$ cat src/rtl/core/lsfs_pkg.sv
// Shared types and constants for the LED strip frame serializer.
`timescale 1ns / 1ps
`default_nettype none
package lsfs_pkg;

	// Sizes of the fixed payload fields.
	localparam int unsigned COLOR_W   = 8;
	localparam int unsigned COUNT_W   = 8;
	localparam int unsigned PULSE_W   = 5;
	localparam int unsigned CHUNK_W   = 8;
	localparam int unsigned LEN_W     = 4;
	localparam int unsigned STEP_W    = 4;

	// Default strip length limit; the LED count saturates here.
	localparam int unsigned MAX_LEDS_DEF = 255;

	// LEDs covered by one end-frame pulse, and pulses in a full chunk.
	localparam int unsigned LEDS_PER_PULSE = 16;
	localparam logic [LEN_W-1:0] FULL_LEN  = 4'd8;

	// Depth of the request queue between front and back; a power of two.
	localparam int unsigned QDEPTH = 2;

	// Configuration port.
	localparam int unsigned ADDR_W = 3;
	localparam int unsigned DATA_W = 32;
	localparam logic [0:0]  REG_BRIGHTNESS = 1'b0;
	localparam logic [7:0]  BRIGHTNESS_RST = 8'hFF;

	// Chunk steps of one LED request.
	localparam logic [STEP_W-1:0] STEP_START0 = 4'd0;
	localparam logic [STEP_W-1:0] STEP_START3 = 4'd3;
	localparam logic [STEP_W-1:0] STEP_HDR    = 4'd4;
	localparam logic [STEP_W-1:0] STEP_BLUE   = 4'd5;
	localparam logic [STEP_W-1:0] STEP_GREEN  = 4'd6;
	localparam logic [STEP_W-1:0] STEP_RED    = 4'd7;
	localparam logic [STEP_W-1:0] STEP_END0   = 4'd8;
	localparam logic [STEP_W-1:0] STEP_END1   = 4'd9;

	// One classified LED request as it travels from front to back.
	typedef struct packed {
		logic [COLOR_W-1:0] blue;
		logic [COLOR_W-1:0] green;
		logic [COLOR_W-1:0] red;
		logic               start;
		logic [PULSE_W-1:0] pulses;
	} led_req_t;

	// Queue status seen by the producer and consumer.
	typedef struct packed {
		logic full;
		logic empty;
	} q_status_t;

endpackage
`default_nettype wire

$ cat src/rtl/core/lsfs_front.sv
// Front end: accepts LED colors and tracks frame state and LED count.
`timescale 1ns / 1ps
`default_nettype none
module lsfs_front #(
	parameter int unsigned MAX_LEDS = lsfs_pkg::MAX_LEDS_DEF
) (
	input  wire                              clk,
	input  wire                              arst_n,
	input  wire                              in_valid,
	output logic                             in_stall,
	input  wire  [lsfs_pkg::COLOR_W-1:0]     blue,
	input  wire  [lsfs_pkg::COLOR_W-1:0]     green,
	input  wire  [lsfs_pkg::COLOR_W-1:0]     red,
	input  wire                              last_led,
	input  lsfs_pkg::q_status_t              q_stat,
	output logic                             push,
	output lsfs_pkg::led_req_t               push_req
);

	localparam logic [lsfs_pkg::COUNT_W-1:0] MaxCount = lsfs_pkg::COUNT_W'(MAX_LEDS);
	localparam logic [lsfs_pkg::COUNT_W:0]   PulseRound =
		(lsfs_pkg::COUNT_W+1)'(lsfs_pkg::LEDS_PER_PULSE - 1);

	logic [lsfs_pkg::COUNT_W-1:0] led_count_q;
	logic                         in_frame_q;
	logic [lsfs_pkg::COUNT_W-1:0] count_next;
	logic [lsfs_pkg::COUNT_W:0]   count_round;

	// Accept whenever the queue has room.
	assign in_stall = q_stat.full;
	assign push     = in_valid && !in_stall;

	// Saturating count including this LED, and the end-frame pulse count.
	assign count_next  = (led_count_q < MaxCount) ? led_count_q + 1'b1 : led_count_q;
	assign count_round = {1'b0, count_next} + PulseRound;

	always_comb begin
		push_req.blue   = blue;
		push_req.green  = green;
		push_req.red    = red;
		push_req.start  = !in_frame_q;
		push_req.pulses = last_led ? count_round[lsfs_pkg::COUNT_W -: lsfs_pkg::PULSE_W]
		                           : '0;
	end

	// Frame state: the last LED closes the frame and clears the count.
	always_ff @(posedge clk or negedge arst_n) begin
		if (!arst_n) begin
			led_count_q <= '0;
			in_frame_q  <= 1'b0;
		end else if (push) begin
			if (last_led) begin
				led_count_q <= '0;
				in_frame_q  <= 1'b0;
			end else begin
				led_count_q <= count_next;
				in_frame_q  <= 1'b1;
			end
		end
	end

endmodule
`default_nettype wire

$ cat src/rtl/core/lsfs_queue.sv
// Short request queue between the front end and the chunk sequencer.
`timescale 1ns / 1ps
`default_nettype none
module lsfs_queue (
	input  wire                  clk,
	input  wire                  arst_n,
	input  wire                  push,
	input  lsfs_pkg::led_req_t   push_req,
	input  wire                  pop,
	output lsfs_pkg::led_req_t   head_req,
	output lsfs_pkg::q_status_t  q_stat
);

	localparam int unsigned PtrW = $clog2(lsfs_pkg::QDEPTH);
	localparam int unsigned CntW = $clog2(lsfs_pkg::QDEPTH + 1);
	localparam logic [CntW-1:0] Depth = CntW'(lsfs_pkg::QDEPTH);

	lsfs_pkg::led_req_t mem_q [lsfs_pkg::QDEPTH];
	logic [PtrW-1:0] wr_ptr_q;
	logic [PtrW-1:0] rd_ptr_q;
	logic [CntW-1:0] count_q;

	assign head_req     = mem_q[rd_ptr_q];
	assign q_stat.full  = (count_q == Depth);
	assign q_stat.empty = (count_q == '0);

	// Storage needs no reset.
	always_ff @(posedge clk) begin
		if (push) begin
			mem_q[wr_ptr_q] <= push_req;
		end
	end

	// Pointers and fill level.
	always_ff @(posedge clk or negedge arst_n) begin
		if (!arst_n) begin
			wr_ptr_q <= '0;
			rd_ptr_q <= '0;
			count_q  <= '0;
		end else begin
			if (push) begin
				wr_ptr_q <= wr_ptr_q + 1'b1;
			end
			if (pop) begin
				rd_ptr_q <= rd_ptr_q + 1'b1;
			end
			if (push && !pop) begin
				count_q <= count_q + 1'b1;
			end else if (pop && !push) begin
				count_q <= count_q - 1'b1;
			end
		end
	end

endmodule
`default_nettype wire

$ cat src/rtl/core/lsfs_back.sv
// Back end: walks queued requests into serial chunks, one per unstalled cycle.
`timescale 1ns / 1ps
`default_nettype none
module lsfs_back (
	input  wire                              clk,
	input  wire                              arst_n,
	input  lsfs_pkg::led_req_t               head_req,
	input  lsfs_pkg::q_status_t              q_stat,
	output logic                             pop,
	input  wire  [lsfs_pkg::COLOR_W-1:0]     brightness,
	output logic                             out_valid,
	input  wire                              out_stall,
	output logic [lsfs_pkg::CHUNK_W-1:0]     chunk_bits,
	output logic [lsfs_pkg::LEN_W-1:0]       chunk_len,
	output logic                             last_chunk
);

	localparam logic [lsfs_pkg::PULSE_W-1:0] FullPulses =
		lsfs_pkg::PULSE_W'(lsfs_pkg::FULL_LEN);

	logic [lsfs_pkg::STEP_W-1:0]  step_q;
	logic [lsfs_pkg::STEP_W-1:0]  cur_step;
	logic [lsfs_pkg::STEP_W-1:0]  next_step;
	logic [lsfs_pkg::CHUNK_W-1:0] bits_c;
	logic [lsfs_pkg::LEN_W-1:0]   len_c;
	logic                         last_c;
	logic                         load;
	logic                         out_valid_q;
	logic [lsfs_pkg::CHUNK_W-1:0] chunk_bits_q;
	logic [lsfs_pkg::LEN_W-1:0]   chunk_len_q;
	logic                         last_chunk_q;
	logic [lsfs_pkg::PULSE_W-1:0] rem_pulses;

	// A request without a start frame begins at its header byte.
	assign cur_step = (step_q == lsfs_pkg::STEP_START0 && !head_req.start)
	                  ? lsfs_pkg::STEP_HDR : step_q;
	assign rem_pulses = head_req.pulses - FullPulses;

	// Chunk contents, end flag and successor of the current step.
	always_comb begin
		bits_c    = '0;
		len_c     = lsfs_pkg::FULL_LEN;
		last_c    = 1'b0;
		next_step = cur_step + 1'b1;
		case (cur_step) inside
			[lsfs_pkg::STEP_START0:lsfs_pkg::STEP_START3]: begin
				bits_c = '0;
			end
			lsfs_pkg::STEP_HDR: begin
				bits_c = brightness;
			end
			lsfs_pkg::STEP_BLUE: begin
				bits_c = head_req.blue;
			end
			lsfs_pkg::STEP_GREEN: begin
				bits_c = head_req.green;
			end
			lsfs_pkg::STEP_RED: begin
				bits_c = head_req.red;
				last_c = (head_req.pulses == '0);
			end
			lsfs_pkg::STEP_END0: begin
				if (head_req.pulses > FullPulses) begin
					len_c = lsfs_pkg::FULL_LEN;
				end else begin
					len_c  = head_req.pulses[lsfs_pkg::LEN_W-1:0];
					last_c = 1'b1;
				end
			end
			lsfs_pkg::STEP_END1: begin
				len_c  = rem_pulses[lsfs_pkg::LEN_W-1:0];
				last_c = 1'b1;
			end
			default: begin
				last_c = 1'b1;
			end
		endcase
	end

	// A new chunk enters the output register when it is free or being taken.
	assign load = !q_stat.empty && (!out_valid_q || !out_stall);
	assign pop  = load && last_c;

	always_ff @(posedge clk or negedge arst_n) begin
		if (!arst_n) begin
			step_q      <= lsfs_pkg::STEP_START0;
			out_valid_q <= 1'b0;
		end else begin
			if (load) begin
				step_q <= last_c ? lsfs_pkg::STEP_START0 : next_step;
			end
			if (load) begin
				out_valid_q <= 1'b1;
			end else if (!out_stall) begin
				out_valid_q <= 1'b0;
			end
		end
	end

	// Output payload.
	always_ff @(posedge clk) begin
		if (load) begin
			chunk_bits_q <= bits_c;
			chunk_len_q  <= len_c;
			last_chunk_q <= last_c;
		end
	end

	assign out_valid  = out_valid_q;
	assign chunk_bits = chunk_bits_q;
	assign chunk_len  = chunk_len_q;
	assign last_chunk = last_chunk_q;

endmodule
`default_nettype wire

$ cat src/rtl/core/led_strip_frame_serializer.sv
// Top level of the LED strip frame serializer with its register port.
//
//  Channel   Direction  Handshake            Payload
//  in        request    in_valid/in_stall    blue, green, red, last_led
//  out       result     out_valid/out_stall  chunk_bits, chunk_len, last_chunk
//  config    APB        psel/penable/pready  paddr, pwdata, prdata
//
// The back end emits one chunk per unstalled cycle: 4 chunks per LED, 4 more for the
// start frame of a new frame, and 1 or 2 more for the end frame, so 4 to 10.
// The front end classifies each LED and queues up to two requests.
// Reset clears frame state, queue and output valid; brightness resets to 0xFF.
// A stall on the output holds the current chunk; the queue fills, then stalls input.
`timescale 1ns / 1ps
`default_nettype none
module led_strip_frame_serializer #(
	parameter int unsigned MAX_LEDS = lsfs_pkg::MAX_LEDS_DEF
) (
	input  wire                              clk,
	input  wire                              arst_n,
	input  wire                              psel,
	input  wire                              penable,
	input  wire                              pwrite,
	input  wire  [lsfs_pkg::ADDR_W-1:0]      paddr,
	input  wire  [lsfs_pkg::DATA_W-1:0]      pwdata,
	output logic [lsfs_pkg::DATA_W-1:0]      prdata,
	output logic                             pready,
	input  wire                              in_valid,
	output logic                             in_stall,
	input  wire  [lsfs_pkg::COLOR_W-1:0]     blue,
	input  wire  [lsfs_pkg::COLOR_W-1:0]     green,
	input  wire  [lsfs_pkg::COLOR_W-1:0]     red,
	input  wire                              last_led,
	output logic                             out_valid,
	input  wire                              out_stall,
	output logic [lsfs_pkg::CHUNK_W-1:0]     chunk_bits,
	output logic [lsfs_pkg::LEN_W-1:0]       chunk_len,
	output logic                             last_chunk
);

	logic [lsfs_pkg::COLOR_W-1:0] brightness_q;
	logic                         reg_sel;
	logic                         push;
	logic                         pop;
	lsfs_pkg::led_req_t           push_req;
	lsfs_pkg::led_req_t           head_req;
	lsfs_pkg::q_status_t          q_stat;

	// Register decode: the word index is the address above the byte offset.
	assign pready  = 1'b1;
	assign reg_sel = (paddr[lsfs_pkg::ADDR_W-1] == lsfs_pkg::REG_BRIGHTNESS);

	always_comb begin
		prdata = '0;
		if (reg_sel) begin
			prdata = {{(lsfs_pkg::DATA_W - lsfs_pkg::COLOR_W){1'b0}}, brightness_q};
		end
	end

	always_ff @(posedge clk or negedge arst_n) begin
		if (!arst_n) begin
			brightness_q <= lsfs_pkg::BRIGHTNESS_RST;
		end else if (psel && penable && pwrite && pready && reg_sel) begin
			brightness_q <= pwdata[lsfs_pkg::COLOR_W-1:0];
		end
	end

	lsfs_front #(
		.MAX_LEDS (MAX_LEDS)
	) u_front (
		.clk      (clk),
		.arst_n   (arst_n),
		.in_valid (in_valid),
		.in_stall (in_stall),
		.blue     (blue),
		.green    (green),
		.red      (red),
		.last_led (last_led),
		.q_stat   (q_stat),
		.push     (push),
		.push_req (push_req)
	);

	lsfs_queue u_queue (
		.clk      (clk),
		.arst_n   (arst_n),
		.push     (push),
		.push_req (push_req),
		.pop      (pop),
		.head_req (head_req),
		.q_stat   (q_stat)
	);

	lsfs_back u_back (
		.clk        (clk),
		.arst_n     (arst_n),
		.head_req   (head_req),
		.q_stat     (q_stat),
		.pop        (pop),
		.brightness (brightness_q),
		.out_valid  (out_valid),
		.out_stall  (out_stall),
		.chunk_bits (chunk_bits),
		.chunk_len  (chunk_len),
		.last_chunk (last_chunk)
	);

	// A shown chunk always has between one and eight pulses.
	a_len_range: assert property (@(posedge clk) disable iff (!arst_n)
		out_valid |-> (chunk_len != '0 && chunk_len <= lsfs_pkg::FULL_LEN))
		else $error("chunk length out of range");

	// Only the final chunk of a request can be short.
	a_short_is_last: assert property (@(posedge clk) disable iff (!arst_n)
		(out_valid && chunk_len != lsfs_pkg::FULL_LEN) |-> last_chunk)
		else $error("short chunk before end of request");

	// Short chunks belong to the end frame and carry zero data.
	a_short_is_zero: assert property (@(posedge clk) disable iff (!arst_n)
		(out_valid && chunk_len != lsfs_pkg::FULL_LEN) |-> (chunk_bits == '0))
		else $error("end frame chunk carries data");

	// No request leaves the queue while it is empty.
	a_no_pop_empty: assert property (@(posedge clk) disable iff (!arst_n)
		pop |-> !q_stat.empty)
		else $error("pop from empty queue");

endmodule
`default_nettype wire

$ cat config.mk
export PLATFORM = sky130hd
export DESIGN_NAME = led_strip_frame_serializer
export DESIGN_NICKNAME = d
export VERILOG_FILES = /design/src/rtl/core/lsfs_pkg.sv /design/src/rtl/core/lsfs_front.sv /design/src/rtl/core/lsfs_queue.sv /design/src/rtl/core/lsfs_back.sv /design/src/rtl/core/led_strip_frame_serializer.sv
export SDC_FILE = /design/constraint.sdc
export NUM_CORES = 1
export LEC_CHECK = 0
export CORE_MARGIN = 4
export CORE_UTILIZATION = 40
export DETAILED_ROUTE_END_ITERATION = 10
export DONT_BUFFER_PORTS = 1
export MAX_ROUTING_LAYER = met4
export SLEW_MARGIN = 10
export SYNTH_ARGS = -nofsm -noshare
export SYNTH_HDL_FRONTEND = slang
export SYNTH_HIERARCHICAL = 1
export SYNTH_SLANG_ARGS = --single-unit
$ cat constraint.sdc
create_clock -name clk -period 5.8 [get_ports clk]
set_input_delay 1.16 -clock clk [delete_from_list [all_inputs] [get_ports clk]]
set_output_delay 1.16 -clock clk [all_outputs]
set_load 0.03 [all_outputs]
==> run_results.csv <==
group,metric,value,unit
critical_path,required,6.07,ns
placed_design,place_ws,2.81,ns
cts,postCtsHoldBufs,0,
timing,post-route-min-period,2.88,ns
critical_path,startpoint,"u_queue/rd_ptr_q",
status,status,"complete, no violations",
die,floorplan.initialDensity,41.5,%
timing,fmax,347,MHz
pwr,power.share.sequential,44.8,%
critical_path,cp.arrival,3.15,ns
critical_path,slowest_delay,0.43,ns
route,via_count,2826,
cts,cts-root-buf,"clkbuf_16",
pwr,cellPowerDensity,515,mW/mm^2
route,firstDrtPassIters,4,
route,wl_met1,3930,um
route,route.detailed.drc,0,
pwr,p_sw_share,37.1,%
route,top_layer,"met4",
cts,cts_tree,"yes",
timing,worst_slew_pin_slew,1.09,ns
timing,max_slew_margin,27.4,%
cts,cts_setup_buffers,0,
route,wire_per_inst,17.0,um
logic_synthesis,syn_inst,395,
logic_synthesis,yosysMostFrequentCell,"edfxtp_1",
logic_synthesis,ys_top_cells_by_count,"edfxtp_1 (73), buf_4 (51), mux2_2 (39)",
hold_path,hold_path.class,"flop to flop",
cts,numClockSinks,99,
critical_path,critPathKind,"flop to flop",
logic_synthesis,seq_area_frac_synth,56.3,%
timing,finalHoldViolCount,0,
placed_design,io_buffers,0,
critical_path,crit_end,"u_queue/count_q[1]",
critical_path,timing.critical_path.cells,"buf_4 -> mux2_2 -> nor4_4 -> a21oi_1 -> a211oi_4 -> and2_1 -> inv_1 -> ha_1 -> xor2_1 -> nor2_1 -> xor2_1",
layout,nFillCells,1133,
cts,ctsResizeCount,0,
critical_path,critical_path.top_delay_family,"simple AND/OR/NAND/NOR gates",
critical_path,crit_slowest_cell,"mux2_2",
placed_design,hpwl,6130,um
critical_path,worstSetupStartpointType,"flop",
logic_synthesis,ys_ff_latch,99,
die,die_area,0.0145,sq mm
cts,cts.path.max_buffers,2,
cts,numCtsBuffers,9,
logic_synthesis,ys_warn_count,6,
global_route,grt_pass1_vias,2752,
pwr,switchingPower,0.999,mW
critical_path,cp.depth,11,
cts,clock_latency,0.35,ns
critical_path,worst_r2r_endpoint,"u_queue/count_q[1]",
route,drt-initial-drc-count,199,
die,rows,40,
critical_path,r2r_slack,2.92,ns
route,via_per_inst,5.22,
die,die_y,121,um
pwr,p_total,2.69,mW
layout,fin_nets,442,
logic_synthesis,yosysTopAreaCell,"edfxtp_1",
die,coreArea,0.0122,sq mm
run,drv_cap,0,
die,ios,115,
critical_path,r2r-start,"u_queue/rd_ptr_q",
route,wirelength,9180,um
global_route,grtUsageTotal,13.4,%
critical_path,worstRegToRegCells,11,
hold_path,min_from,"u_front/in_frame_q",
timing,skew,0.00947,ns
cts,h-tree-depth,3,
route,route.met3.wl,850,um
logic_synthesis,async_flop_share,26.3,%
logic_synthesis,synth_top_area_share,43.3,%
logic_synthesis,synth_edf_count,73,
pwr,p_comb_share,32.3,%
pwr,p_int,1.70,mW
layout,drive_gt1_share,24.4,%
layout,multi_input_area,0.00180,sq mm
logic_synthesis,yosys-top-cells-area,"edfxtp_1 (43%), dfrtp_1 (8.9%), mux2_2 (8.7%)",
logic_synthesis,ys_types,63,
global_route,grt_pass1_wl,14400,um
logic_synthesis,netlist_area,0.00507,sq mm
critical_path,critPathBufInv,2,
critical_path,cp_common_cell,"xor2_1",
layout,seq_area,0.00285,sq mm
timing,setup_violations,0,
critical_path,cp_max_fo,31,
pwr,clock_power_share,22.9,%
logic_synthesis,avgSynthCellArea,12.8,sq um
global_route,grt_max_degree,32,
pwr,ir_drop,0.000163,V
critical_path,cp-end-kind,"flop",
timing,timing.final.ws_setup,2.92,ns
timing,setup_tns,0,ns
pwr,power.leakage,1.89,nW
timing,slew_viol_final,0,
timing,fin_crit_sh,49.7,%
timing,grt_setup_unrepaired,"false",
route,drtAntennaViolNets,0,
global_route,antenna_found_initial,0,
layout,antennaDiodeCount,0,
placed_design,gp_congestion,0.833,
logic_synthesis,synthFlopType,"edfxtp_1",
global_route,grt_overflow,0,
die,die_w,121,um
cts,cts.clk_slew.worst_paths,0.07,ns
route,wl_met2,4200,um
layout,area_growth,3.23,%
-- layout make-up --
type / count / share of cell area, %
flip-flops and latches: 99 / 54.5
multi-input cells: 246 / 34.4
clock buffers: 9 / 4.31
well taps: 168 / 4.02
clock inverters: 7 / 1.67
inverters: 9 / 0.646
repair buffers: 3 / 0.431
-- logic make-up (layout without fill, tap and decap cells) --
family,Yosys count,in the layout,share of synthesized area (%)
simple gates,102,102,12.3
flops,99,99,56.3
buf+inv,73,28,9.95
compound gates,66,66,9.65
mux,41,41,9.06
fa+ha+maj,7,7,1.73
xor+xnor,5,5,0.864
other cells,2,25,0.148
-- how the worst min path moves through the flow --
| stage | endpoint | slack [ns] | depth (start not counted) |
|---|---|---|---|
| 2_1_floorplan | u_front/in_frame_q | 0.45 | 1 |
| 3_3_place_gp | u_front/in_frame_q | 0.47 | 1 |
| 3_5_place_dp | u_front/in_frame_q | 0.47 | 1 |
| 4_1_cts | u_back/step_q[0] | 0.49 | 0 |
| 5_1_grt | u_back/step_q[2] | 0.48 | 0 |
| 6_report | u_front/in_frame_q | 0.48 | 1 |
-- per-stage QoR --
| stage | cell area (sq um) | cells | hold WS, ns | util (%) |
|---|---|---|---|---|
| after floorplan | 5150 | 418 | 0.450 | - |
| after global routing | 5230 | 541 | 0.481 | 42.8 |
| after global placement | 4920 | 525 | 0.469 | 40.3 |
| after detailed placement | 4920 | 525 | 0.470 | 40.3 |
| final | 5230 | 541 | 0.485 | 42.8 |
| after CTS | 5230 | 541 | 0.486 | 42.8 |
-- registers in the layout, summed over array words and instances (netlist names), 2 cells and up --
register	flops
brightness_q	8
u_queue/mem_q	60
u_back/chunk_len	4
u_back/step_q	4
u_back/chunk_bits	8
u_front/led_count_q	8
u_queue/count_q	2
-- worst reg2reg max path, cell delays in order (launching register included) --
cell and delay (ns):
dfrtp_1 0.33, buf_4 0.37, mux2_2 0.44, nor4_4 0.33
a21oi_1 0.17, a211oi_4 0.31, and2_1 0.22, inv_1 0.06
ha_1 0.18, xor2_1 0.14, nor2_1 0.11, xor2_1 0.15
-- layout by cell type, fill, tap and decap left out, types with 3 or more instances in the layout --
| cell type | synthesis | final |
|---|---|---|
| edfxtp_1 | 73 | 73 |
| mux2_2 | 39 | 39 |
| conb_1 | 2 | 25 |
| nor2_1 | 23 | 23 |
| dfrtp_1 | 18 | 18 |
| nand2_1 | 16 | 16 |
| nor3_1 | 14 | 14 |
| a21oi_1 | 13 | 13 |
| clkbuf_16 | 0 | 9 |
| a22oi_1 | 9 | 9 |
| and2b_2 | 8 | 8 |
| dfstp_2 | 8 | 8 |
| o21ai_0 | 8 | 8 |
| a221o_1 | 8 | 8 |
| inv_1 | 7 | 7 |
| ha_1 | 7 | 7 |
| and2_1 | 6 | 6 |
| nand2b_1 | 5 | 5 |
| xor2_1 | 4 | 4 |
| nor3_2 | 3 | 3 |
| nor2b_1 | 4 | 3 |
| nand3_1 | 3 | 3 |
| a31oi_1 | 3 | 3 |
| buf_4 | 51 | 3 |
-- power by group through the flow --
stage               clock (mW)  combinational (mW)  sequential [mW]
floorplan                    0               0.760             1.18
global placement             0               0.852             1.21
detailed placement           0               0.865             1.22
CTS                      0.637               0.874             1.21
global route             0.674               0.954             1.23
finish                   0.617               0.870             1.21
-- routing by layer --
metal	GRT usage (%)	vias up
li1	-	1332
met2	19.9	116
met5	-	-
met3	4.44	14
met1	16.3	1364
met4	7.01	0
Note: power is estimated with default switching activity, not from simulation.
